===== src/hdl/sha256_pkg.sv =====
// Shared constants and functions for the SHA-256 digest engine.
// Depends on nothing; used by every module in this folder.
`default_nettype none
package sha256_pkg;

  localparam int unsigned BlockBytes = 64;
  localparam int unsigned Rounds = 64;
  localparam int unsigned DigestWords = 8;

  localparam logic [7:0] PadByte = 8'h80;
  localparam logic [5:0] LenPos = 6'd56;

  function automatic logic [31:0] init_hash(input logic [2:0] i);
    logic [31:0] r;
    begin
      case (i)
        3'd0: r = 32'h6a09e667;
        3'd1: r = 32'hbb67ae85;
        3'd2: r = 32'h3c6ef372;
        3'd3: r = 32'ha54ff53a;
        3'd4: r = 32'h510e527f;
        3'd5: r = 32'h9b05688c;
        3'd6: r = 32'h1f83d9ab;
        default: r = 32'h5be0cd19;
      endcase
      return r;
    end
  endfunction

  function automatic logic [31:0] round_k(input logic [5:0] t);
    logic [31:0] r;
    begin
      case (t)
        6'd0: r = 32'h428a2f98; 6'd1: r = 32'h71374491; 6'd2: r = 32'hb5c0fbcf;
        6'd3: r = 32'he9b5dba5; 6'd4: r = 32'h3956c25b; 6'd5: r = 32'h59f111f1;
        6'd6: r = 32'h923f82a4; 6'd7: r = 32'hab1c5ed5; 6'd8: r = 32'hd807aa98;
        6'd9: r = 32'h12835b01; 6'd10: r = 32'h243185be; 6'd11: r = 32'h550c7dc3;
        6'd12: r = 32'h72be5d74; 6'd13: r = 32'h80deb1fe; 6'd14: r = 32'h9bdc06a7;
        6'd15: r = 32'hc19bf174; 6'd16: r = 32'he49b69c1; 6'd17: r = 32'hefbe4786;
        6'd18: r = 32'h0fc19dc6; 6'd19: r = 32'h240ca1cc; 6'd20: r = 32'h2de92c6f;
        6'd21: r = 32'h4a7484aa; 6'd22: r = 32'h5cb0a9dc; 6'd23: r = 32'h76f988da;
        6'd24: r = 32'h983e5152; 6'd25: r = 32'ha831c66d; 6'd26: r = 32'hb00327c8;
        6'd27: r = 32'hbf597fc7; 6'd28: r = 32'hc6e00bf3; 6'd29: r = 32'hd5a79147;
        6'd30: r = 32'h06ca6351; 6'd31: r = 32'h14292967; 6'd32: r = 32'h27b70a85;
        6'd33: r = 32'h2e1b2138; 6'd34: r = 32'h4d2c6dfc; 6'd35: r = 32'h53380d13;
        6'd36: r = 32'h650a7354; 6'd37: r = 32'h766a0abb; 6'd38: r = 32'h81c2c92e;
        6'd39: r = 32'h92722c85; 6'd40: r = 32'ha2bfe8a1; 6'd41: r = 32'ha81a664b;
        6'd42: r = 32'hc24b8b70; 6'd43: r = 32'hc76c51a3; 6'd44: r = 32'hd192e819;
        6'd45: r = 32'hd6990624; 6'd46: r = 32'hf40e3585; 6'd47: r = 32'h106aa070;
        6'd48: r = 32'h19a4c116; 6'd49: r = 32'h1e376c08; 6'd50: r = 32'h2748774c;
        6'd51: r = 32'h34b0bcb5; 6'd52: r = 32'h391c0cb3; 6'd53: r = 32'h4ed8aa4a;
        6'd54: r = 32'h5b9cca4f; 6'd55: r = 32'h682e6ff3; 6'd56: r = 32'h748f82ee;
        6'd57: r = 32'h78a5636f; 6'd58: r = 32'h84c87814; 6'd59: r = 32'h8cc70208;
        6'd60: r = 32'h90befffa; 6'd61: r = 32'ha4506ceb; 6'd62: r = 32'hbef9a3f7;
        default: r = 32'hc67178f2;
      endcase
      return r;
    end
  endfunction

  function automatic logic [31:0] rotr(input logic [31:0] x, input int unsigned n);
    return (x >> n) | (x << (32 - n));
  endfunction

  // Control from the sequencer to the round unit.
  typedef struct packed {
    logic load;  // copy hash into working variables, block into window
    logic step;  // run one round
    logic fold;  // add working variables into hash
    logic init;  // reload initial hash values
  } rnd_ctrl_t;

endpackage
`default_nettype wire


===== src/hdl/sha256_round.sv =====
// One SHA-256 round unit, reused for all 64 rounds, with the hash words,
// working variables and schedule window. Depends on sha256_pkg.
`default_nettype none
module sha256_round (
  input  wire logic                   clk,
  input  wire logic                   rst,
  input  wire sha256_pkg::rnd_ctrl_t  ctrl,
  input  wire logic [5:0]             round,
  input  wire logic [511:0]           block,
  input  wire logic [2:0]             rd_index,
  output logic [31:0]                 rd_word
);

  logic [31:0] hash [8];
  logic [31:0] v [8];
  logic [31:0] win [16];

  logic [31:0] w, s0, s1, t1, t2, w2, w7, w15, w16;

  // Schedule word: direct for the first 16 rounds, else expanded.
  always_comb begin
    w2 = win[14];
    w7 = win[9];
    w15 = win[1];
    w16 = win[0];
    s0 = sha256_pkg::rotr(w15, 7) ^ sha256_pkg::rotr(w15, 18) ^ (w15 >> 3);
    s1 = sha256_pkg::rotr(w2, 17) ^ sha256_pkg::rotr(w2, 19) ^ (w2 >> 10);
    w = (round < 6'd16) ? w16 : (s1 + w7 + s0 + w16);
    t1 = v[7] + (sha256_pkg::rotr(v[4], 6) ^ sha256_pkg::rotr(v[4], 11)
         ^ sha256_pkg::rotr(v[4], 25)) + ((v[4] & v[5]) ^ (~v[4] & v[6]))
         + sha256_pkg::round_k(round) + w;
    t2 = (sha256_pkg::rotr(v[0], 2) ^ sha256_pkg::rotr(v[0], 13)
         ^ sha256_pkg::rotr(v[0], 22)) + ((v[0] & v[1]) ^ (v[0] & v[2]) ^ (v[1] & v[2]));
  end

  assign rd_word = hash[rd_index];

  // Hash words carry reset values; the rest is payload.
  always_ff @(posedge clk) begin
    if (rst || ctrl.init) begin
      for (int i = 0; i < 8; i++) hash[i] <= sha256_pkg::init_hash(3'(i));
    end else if (ctrl.fold) begin
      for (int i = 0; i < 8; i++) hash[i] <= hash[i] + v[i];
    end
  end

  // Working variables and a shifting 16-word window (oldest word at 0).
  always_ff @(posedge clk) begin
    if (ctrl.load) begin
      for (int i = 0; i < 8; i++) v[i] <= hash[i];
      for (int i = 0; i < 16; i++) win[i] <= block[511 - 32*i -: 32];
    end else if (ctrl.step) begin
      v[7] <= v[6]; v[6] <= v[5]; v[5] <= v[4]; v[4] <= v[3] + t1;
      v[3] <= v[2]; v[2] <= v[1]; v[1] <= v[0]; v[0] <= t1 + t2;
      for (int i = 0; i < 15; i++) win[i] <= win[i+1];
      win[15] <= w;
    end
  end

endmodule
`default_nettype wire


===== src/hdl/sha256_digest_engine.sv =====
// Top level of the SHA-256 digest engine: byte gathering, padding sequencer
// and digest output. Depends on sha256_pkg and sha256_round.
//
// Channel | Dir | tdata                               | tuser / tlast
// s_axis  | in  | [7:0] data_byte                     | tuser[0] byte_valid, tlast end_of_message
// m_axis  | out | [31:0] digest_word                  | tuser[2:0] word_index, tlast last_word
//
// A byte that does not complete a block is only accepted. A byte that fills a
// block is accepted, then come one load, 64 rounds of the shared round unit and
// one fold. End of message shifts padding in one byte per cycle up to the end
// of the block, then compresses it; with fewer than nine free bytes a second
// block is padded and compressed in the same way. Then come eight output
// transactions. Reset is synchronous; the input is not ready while a block
// pads or compresses or the digest drains, and the output holds under stall.
`default_nettype none
module sha256_digest_engine (
  input  wire logic        clk,
  input  wire logic        rst,
  input  wire logic        s_axis_tvalid,
  output logic             s_axis_tready,
  input  wire logic [7:0]  s_axis_tdata,   // [7:0] data_byte
  input  wire logic        s_axis_tuser,   // [0] byte_valid
  input  wire logic        s_axis_tlast,   // end_of_message
  output logic             m_axis_tvalid,
  input  wire logic        m_axis_tready,
  output logic [31:0]      m_axis_tdata,   // [31:0] digest_word
  output logic [2:0]       m_axis_tuser,   // [2:0] word_index
  output logic             m_axis_tlast    // last_word
);

  typedef enum logic [2:0] {
    ST_IDLE, ST_LOAD, ST_ROUND, ST_FOLD, ST_PAD, ST_OUT
  } state_t;

  state_t state;
  logic [63:0] count;
  logic [511:0] block;  // byte shift register, first byte of the block on top
  logic [5:0] round;
  logic [2:0] oidx;
  logic [5:0] fill;     // byte position within the current block
  logic finishing;      // end of message pending
  logic marked;         // the 0x80 pad byte is already in place
  logic last_blk;       // block being built or compressed carries the length
  logic [63:0] bit_len;
  logic [7:0] pad_byte;
  sha256_pkg::rnd_ctrl_t ctrl;
  logic [31:0] rd_word;
  logic acc;

  assign s_axis_tready = (state == ST_IDLE);
  assign acc = s_axis_tvalid && s_axis_tready;
  assign bit_len = {count[60:0], 3'b000};

  // Padding byte for the current fill position.
  always_comb begin
    if (!marked) begin
      pad_byte = sha256_pkg::PadByte;
    end else if (last_blk && fill >= sha256_pkg::LenPos) begin
      pad_byte = bit_len[{~fill[2:0], 3'b000} +: 8];
    end else begin
      pad_byte = 8'h00;
    end
  end

  always_comb begin
    ctrl.load = (state == ST_LOAD);
    ctrl.step = (state == ST_ROUND);
    ctrl.fold = (state == ST_FOLD);
    ctrl.init = (state == ST_OUT) && m_axis_tready && (oidx == 3'd7);
  end

  sha256_round u_round (
    .clk(clk), .rst(rst), .ctrl(ctrl), .round(round),
    .block(block), .rd_index(oidx), .rd_word(rd_word)
  );

  assign m_axis_tvalid = (state == ST_OUT);
  assign m_axis_tdata = rd_word;
  assign m_axis_tuser = oidx;
  assign m_axis_tlast = (oidx == 3'd7);

  // Block shift register: message bytes, then padding one byte per cycle.
  always_ff @(posedge clk) begin
    if (acc && s_axis_tuser) begin
      block <= {block[503:0], s_axis_tdata};
    end else if (state == ST_PAD) begin
      block <= {block[503:0], pad_byte};
    end
  end

  // Sequencer.
  always_ff @(posedge clk) begin
    if (rst) begin
      state <= ST_IDLE;
      count <= '0;
      round <= '0;
      oidx <= '0;
      fill <= '0;
      finishing <= 1'b0;
      marked <= 1'b0;
      last_blk <= 1'b0;
    end else begin
      case (state)
        ST_IDLE: begin
          if (acc) begin
            if (s_axis_tuser) begin
              count <= count + 64'd1;
              fill <= fill + 6'd1;
            end
            finishing <= s_axis_tlast;
            if (s_axis_tuser && fill == 6'd63) state <= ST_LOAD;
            else if (s_axis_tlast) state <= ST_PAD;
          end
        end
        ST_PAD: begin
          fill <= fill + 6'd1;
          marked <= 1'b1;
          // The length fits behind the pad byte only below position 56.
          if (!marked) last_blk <= (fill < sha256_pkg::LenPos);
          if (fill == 6'd63) state <= ST_LOAD;
        end
        ST_LOAD: begin
          round <= '0;
          state <= ST_ROUND;
        end
        ST_ROUND: begin
          round <= round + 6'd1;
          if (round == 6'd63) state <= ST_FOLD;
        end
        ST_FOLD: begin
          if (last_blk) begin
            last_blk <= 1'b0;
            oidx <= '0;
            state <= ST_OUT;
          end else if (finishing) begin
            // A second pad block after the pad byte holds only zeros and the length.
            last_blk <= marked;
            state <= ST_PAD;
          end else begin
            state <= ST_IDLE;
          end
        end
        ST_OUT: begin
          if (m_axis_tready) begin
            oidx <= oidx + 3'd1;
            if (oidx == 3'd7) begin
              count <= '0;
              finishing <= 1'b0;
              marked <= 1'b0;
              state <= ST_IDLE;
            end
          end
        end
        default: state <= ST_IDLE;
      endcase
    end
  end

endmodule
`default_nettype wire


===== config.mk =====
export PLATFORM = sky130hd
export DESIGN_NAME = sha256_digest_engine
export DESIGN_NICKNAME = d
export VERILOG_FILES = /design/src/hdl/sha256_pkg.sv /design/src/hdl/sha256_round.sv /design/src/hdl/sha256_digest_engine.sv
export SDC_FILE = /design/constraint.sdc
export NUM_CORES = 2
export LEC_CHECK = 0
export ABC_AREA = 1
export BUFFER_PORTS_ARGS = -buffer_cell sky130_fd_sc_hd__buf_2
export CORE_ASPECT_RATIO = 0.6
export CORE_MARGIN = 1.5
export CORE_UTILIZATION = 45
export CTS_BUF_LIST = sky130_fd_sc_hd__clkbuf_8
export DETAILED_ROUTE_END_ITERATION = 8
export PLACE_DENSITY = 0.62
export SETUP_SLACK_MARGIN = 0.5
export SLEW_MARGIN = 40
export SYNTH_ARGS = -nofsm -noshare
export SYNTH_HDL_FRONTEND = slang
export SYNTH_HIERARCHICAL = 1
export SYNTH_SLANG_ARGS = --single-unit
export TNS_END_PERCENT = 10

===== constraint.sdc =====
create_clock -name clk -period 56.2 [get_ports clk]
set_input_delay 5.62 -clock clk [delete_from_list [all_inputs] [get_ports clk]]
set_output_delay 5.62 -clock clk [all_outputs]
set_load 0.05 [all_outputs]

Word level (Yosys, flattened, before mapping) --
Memories as Yosys holds them, arrays and structs flattened. A register that Yosys moved wholly into a read port is not among the register bits. Index checks and enable logic that the tools add are counted.
Cells by class: bitwise operators 60, add/sub/neg operators 22, reduce and logical (&&, ||, !) cells 22, equal/unequal tests 17, $lt $le $gt $ge 3, mux-type cells 90, shifts and indexed selects 1
Operators by type and width (count):
- 32-bit two-way mux | 41
- 512-bit two-way mux | 2
- 32-bit adder | 18
- 32-bit XOR | 9
- 64-bit two-way mux | 4
- 32-bit bitwise AND | 5
- 64-bit one-hot mux with 2 select lines | 1
- 64-bit by 1-bit adder with 64-bit output (second input constant) | 1
- 64-bit by 7-bit variable part select with 8-bit output | 1
- 3-bit two-way mux | 13
- 32-bit NOT | 1
- 1-bit bitwise OR | 32
- 10-bit by 32-bit bitwise OR with 32-bit output | 1
- 13-bit by 32-bit bitwise OR with 32-bit output | 1
- 14-bit by 32-bit bitwise OR with 32-bit output | 1
- 15-bit by 32-bit bitwise OR with 32-bit output | 1
- 19-bit by 32-bit bitwise OR with 32-bit output | 1
- 21-bit by 32-bit bitwise OR with 32-bit output | 1
- 25-bit by 32-bit bitwise OR with 32-bit output | 1
- 26-bit by 32-bit bitwise OR with 32-bit output | 1
- 30-bit by 32-bit bitwise OR with 32-bit output | 1
- 7-bit by 32-bit bitwise OR with 32-bit output | 1
- 32-bit by 22-bit XOR with 32-bit output | 1
- 32-bit by 29-bit XOR with 32-bit output | 1
- 29 further kinds | 75
Storage, ports and cells: memories kept 4, output and inout port bits 38, RAM bits 1024, input port bits 14, bits in read-only memories 2048, word-level logic and storage cells 228, register bits after elaboration 597
Memory list:
- (name not given) | words 64, width 32, read ports 1, clocked after Yosys merged registers in 1, wr ports 0, line sha256_pkg.sv:33 | case (t)
- u_round.win | words 16, width 32, read ports 16, clocked after Yosys merged registers in 0, wr ports 16, line sha256_round.sv:16 | logic [31:0] win [16];
- u_round.hash | words 8, width 32, read ports 9, clocked after Yosys merged registers in 1, wr ports 8, line sha256_round.sv:14 | logic [31:0] hash [8];
- u_round.v | words 8, width 32, read ports 8, clocked after Yosys merged registers in 0, wr ports 8, line sha256_round.sv:15 | logic [31:0] v [8];

Longest topological paths before layout --
An unclocked memory read counts as a cell.
depth after elaboration 11, mapped depth 48, gate-level depth less buffers 48

Hierarchy --
Netlist, hierarchy kept.
Modules (own cells, without submodules):
- sha256_round | area an instance 73785.8 um^2, cells each 9019, seq. area each 30749.5 um^2, instances 1
- sha256_digest_engine | area an instance 20497.2 um^2, cells each 1386, seq. area each 17016.3 um^2, instances 1

Worst setup path after synthesis --
Ideal clock, no wire load.
path kind reg-to-reg, start register state[2], end memory u_round.v[0][0] (enable), setup slack 37222 ps, stages on the path, launching flop included 8, path buffers 2, period minus slack after synthesis 18978 ps, required time 50874 ps, library setup time 5326 ps, data arrival time 13652 ps, path through dfxtp_1 > inv_1 > nand3_1 > inv_1 > clkinv_1 > clkbuf_1 > clkbuf_1 > nand2_1
RTL lines:
- start: declaration | line sha256_digest_engine.sv:35 | state_t state;
- start signal: assignment | line sha256_digest_engine.sv:94 | state <= ST_IDLE;
- start signal: assignment | line sha256_digest_engine.sv:111 | if (s_axis_tuser && fill == 6'd63) state <= ST_LOAD;
- start signal: assignment | line sha256_digest_engine.sv:112 | else if (s_axis_tlast) state <= ST_PAD;
- end: declaration | line sha256_round.sv:15

==> summary.md <==
| Metric | Value |
|---|---|
| Synth top area share | 48.9% |
| CP arrival | 12.55 ns |
| Total number of vias | 79103 |
| Worst reg2reg setup slack | 44.27 ns |
| CP peak stage delay | 0.55 ns |
| CTS tree | yes |
| Max-slew violations | 0 |
| Nets | 11113 |
| Post-synth cell types | 70 |
| Chip height | 358 µm |
| Count leader, synth | nand2_1 |
| Remaining Overflow, GRT | 0 |
| Synth area leaders | edfxtp_1 49%, nand2_1 12%, ha_1 5.2% |
| Synth top cells by count | 3073 x nand2_1, 1536 x edfxtp_1, 1085 x inv_1, 828 x o21ai_0, 824 x a21oi_1 |
| 1st-pass router iterations | 6 |
| Slew @ Worst Pin | 1.10 ns |
| Initial antenna violation count | 15 |
| Post-synth ARST share | 0% |
| Num Clock Sinks | 1618 |
| Total negative slack | 0 ns |
| Max Fclk | 83.9 MHz |
| Crit path launch | u_round/win[7][23] |
| Root buf cell | clkbuf_8 |
| Largest net degree at the start of global routing | 160 |
| Total GRT Usage | 35.3% |
| Syn Inst Count | 10405 |
| R2r startpoint | u_round/win[7][23] |
| GP Congestion | 1.08 |
| Worst Setup EP | u_round/v[0][25] |
| Synth area leader | edfxtp_1 |
| Fillers | 19475 |
| Endpoint class of the critical path | flip-flop |
| Post-CTS sizing | 0 |
| CP startpoint kind | flip-flop |
| Mean Syn Cell Area | 9.06 µm² |
| Slowest cell on crit path | fa_1 |
| Run status | completed |
| Rows | 129 |
| Initial Utilization | 45.5% |
| HP Class | flip-flop to flip-flop |
| CTS HTree Levels | 5 |
| Routed WL | 384000 µm |
| # setup viols final | 0 |
| Clk_lat worst skew | 0.96 ns |
| Mapped Nets | 11010 |
| FF-to-FF End | u_round/v[0][25] |
| Global-route wire length before repair | 532000 µm |
| Multi-input logic area | 0.0413 mm² |
| Routed WL per cell | 28.5 µm |
| Top FF cell, synth | edfxtp_1 |
| Final period util | 21.2% |
| Worst R2R Path Depth | 38 |
| Vias in the first global route | 70056 |
| Clk pin slew, worst setup/hold paths | 0.08 ns |
| Post-synth EDFFs | 1536 |
| # port buffers | 51 |
| Max-cap violations | 0 |
| Max Fanout on Critical Path | 6 |
| Die Wd | 594 µm |
| Clock buffer depth | 4 |
| Die area | 0.212 mm² |
| Hpwl dp | 297000 µm |
| Hold Fails Final Rpt | 0 |
| Layout cells sized above 1 | 6.91% |
| Routed Antenna Nets | 0 |
| Unrepaired setup endpoints after global routing | no |
| Setup Skew | 0.0929 ns |
| Tmin final | 11.93 ns |
| Yosys Warn Count | 6 |
| Postcts setup bufs | 0 |
| CP most frequent cell | inv_1 |
| Number of CTS-inserted buffers | 271 |
| Growth of design area from synthesis to finish | 9.49% |
| Vias per inst | 5.88 |
| WP data required | 56.83 ns |
| Iter 0 DRT Violations | 12194 |
| Post-synthesis cell area | 0.0943 mm² |
| Ports | 52 |
| Seq/Total Area, Yosys | 50.7% |
| Yosys reg bits | 1618 |
| Residual DRC | 0 |
| Register Area | 0.0478 mm² |
| Cts hold-fix bufs | 0 |
| Core Region | 0.207 mm² |
| CP Class | flip-flop to flip-flop |
| Relative slew slack | 25.9% |
## placed cells by master (no fill, tap or decap), types with 78 or more instances in the layout
| master | instances |
|---|---|
| xor2_1 | 173 |
| edfxtp_1 | 1536 |
| dfxtp_1 | 78 |
| inv_1 | 1146 |
| buf_4 | 105 |
| o21ai_0 | 797 |
| ha_1 | 395 |
| nand3_1 | 269 |
| fa_1 | 196 |
| a21oi_1 | 815 |
| clkbuf_8 | 280 |
| xnor2_1 | 156 |
| nand2_1 | 3070 |
| nor2_1 | 592 |
## layer usage
metal	track usage, %	vias to the layer above	wire length (µm)
met2	34.9	4889	115000
met5	0.806	-	259
met1	59.1	38444	189000
met4	4.76	8	4610
met3	21.8	331	74700
li1	-	35431	-
## worst min path at each step
stage / cells past startpoint / slack (ns) / to / startpoint
after global routing: 0 / 0.38 / block[241] / block[233]
after detailed placement: 0 / 0.43 / block[388] / block[380]
after floorplan: 0 / 0.43 / block[100] / block[92]
after global placement: 0 / 0.43 / block[219] / block[211]
final: 0 / 0.39 / block[241] / block[233]
after CTS: 0 / 0.37 / block[241] / block[233]
## cell families (layout without fill, tap and decap cells)
group | after synthesis | after routing | share of synthesized area (%)
AO/OA/AOI/OAI | 2181 | 2181 | 13.0
buffers and inverters | 1465 | 1762 | 5.90
other | 0 | 4 | 0
AND/OR/NAND/NOR | 4212 | 4212 | 17.9
XOR/XNOR | 334 | 334 | 3.10
flip-flops | 1618 | 1618 | 50.7
adder cells (fa/ha/maj) | 595 | 595 | 9.45
## layout make-up
type | count | share of cell area, %
diodes | 4 | 0.00970
clock buffers | 280 | 3.73
clock inverters | 187 | 1.02
inverters | 1099 | 4.01
multi-input cells | 7322 | 40.0
flip-flops and latches | 1618 | 46.3
well taps | 2751 | 3.33
repair buffers | 196 | 1.63
## critical path, delay by kind of cell (launching register included)
kind,cells,cell delay [ns]
adder cells (fa/ha/maj),9,4.11
AND/OR/NAND/NOR,10,2.79
AO/OA/AOI/OAI,8,2.39
XOR/XNOR,4,1.27
flip-flops,1,0.52
buffers and inverters,7,0.52
## sequential cells by signal, summed over array words and instances (netlist names)
register	count
finishing	1
u_round/hash	256
count	61
fill	6
last_blk	1
round	6
u_round/win	512
marked	1
block	512
m_axis_tuser	3
u_round/v	256
state	3
## stage by stage
stage	utilization (%)	setup slack (ns)	hold WS (ns)	std cells	area (µm²)
finish	49.8	44.27	0.386	13457	103000
global route	49.8	44.35	0.382	13454	103000
CTS	49.7	44.67	0.372	13441	103000
detailed placement	47.3	44.74	0.432	12974	97900
global placement	47.2	43.67	0.428	12964	97600
floorplan	-	37.22	0.427	10405	94300
Power is left out: the tool's default activity adds up to more than one toggle a clock period on the data nets, which glitch-free logic cannot reach.
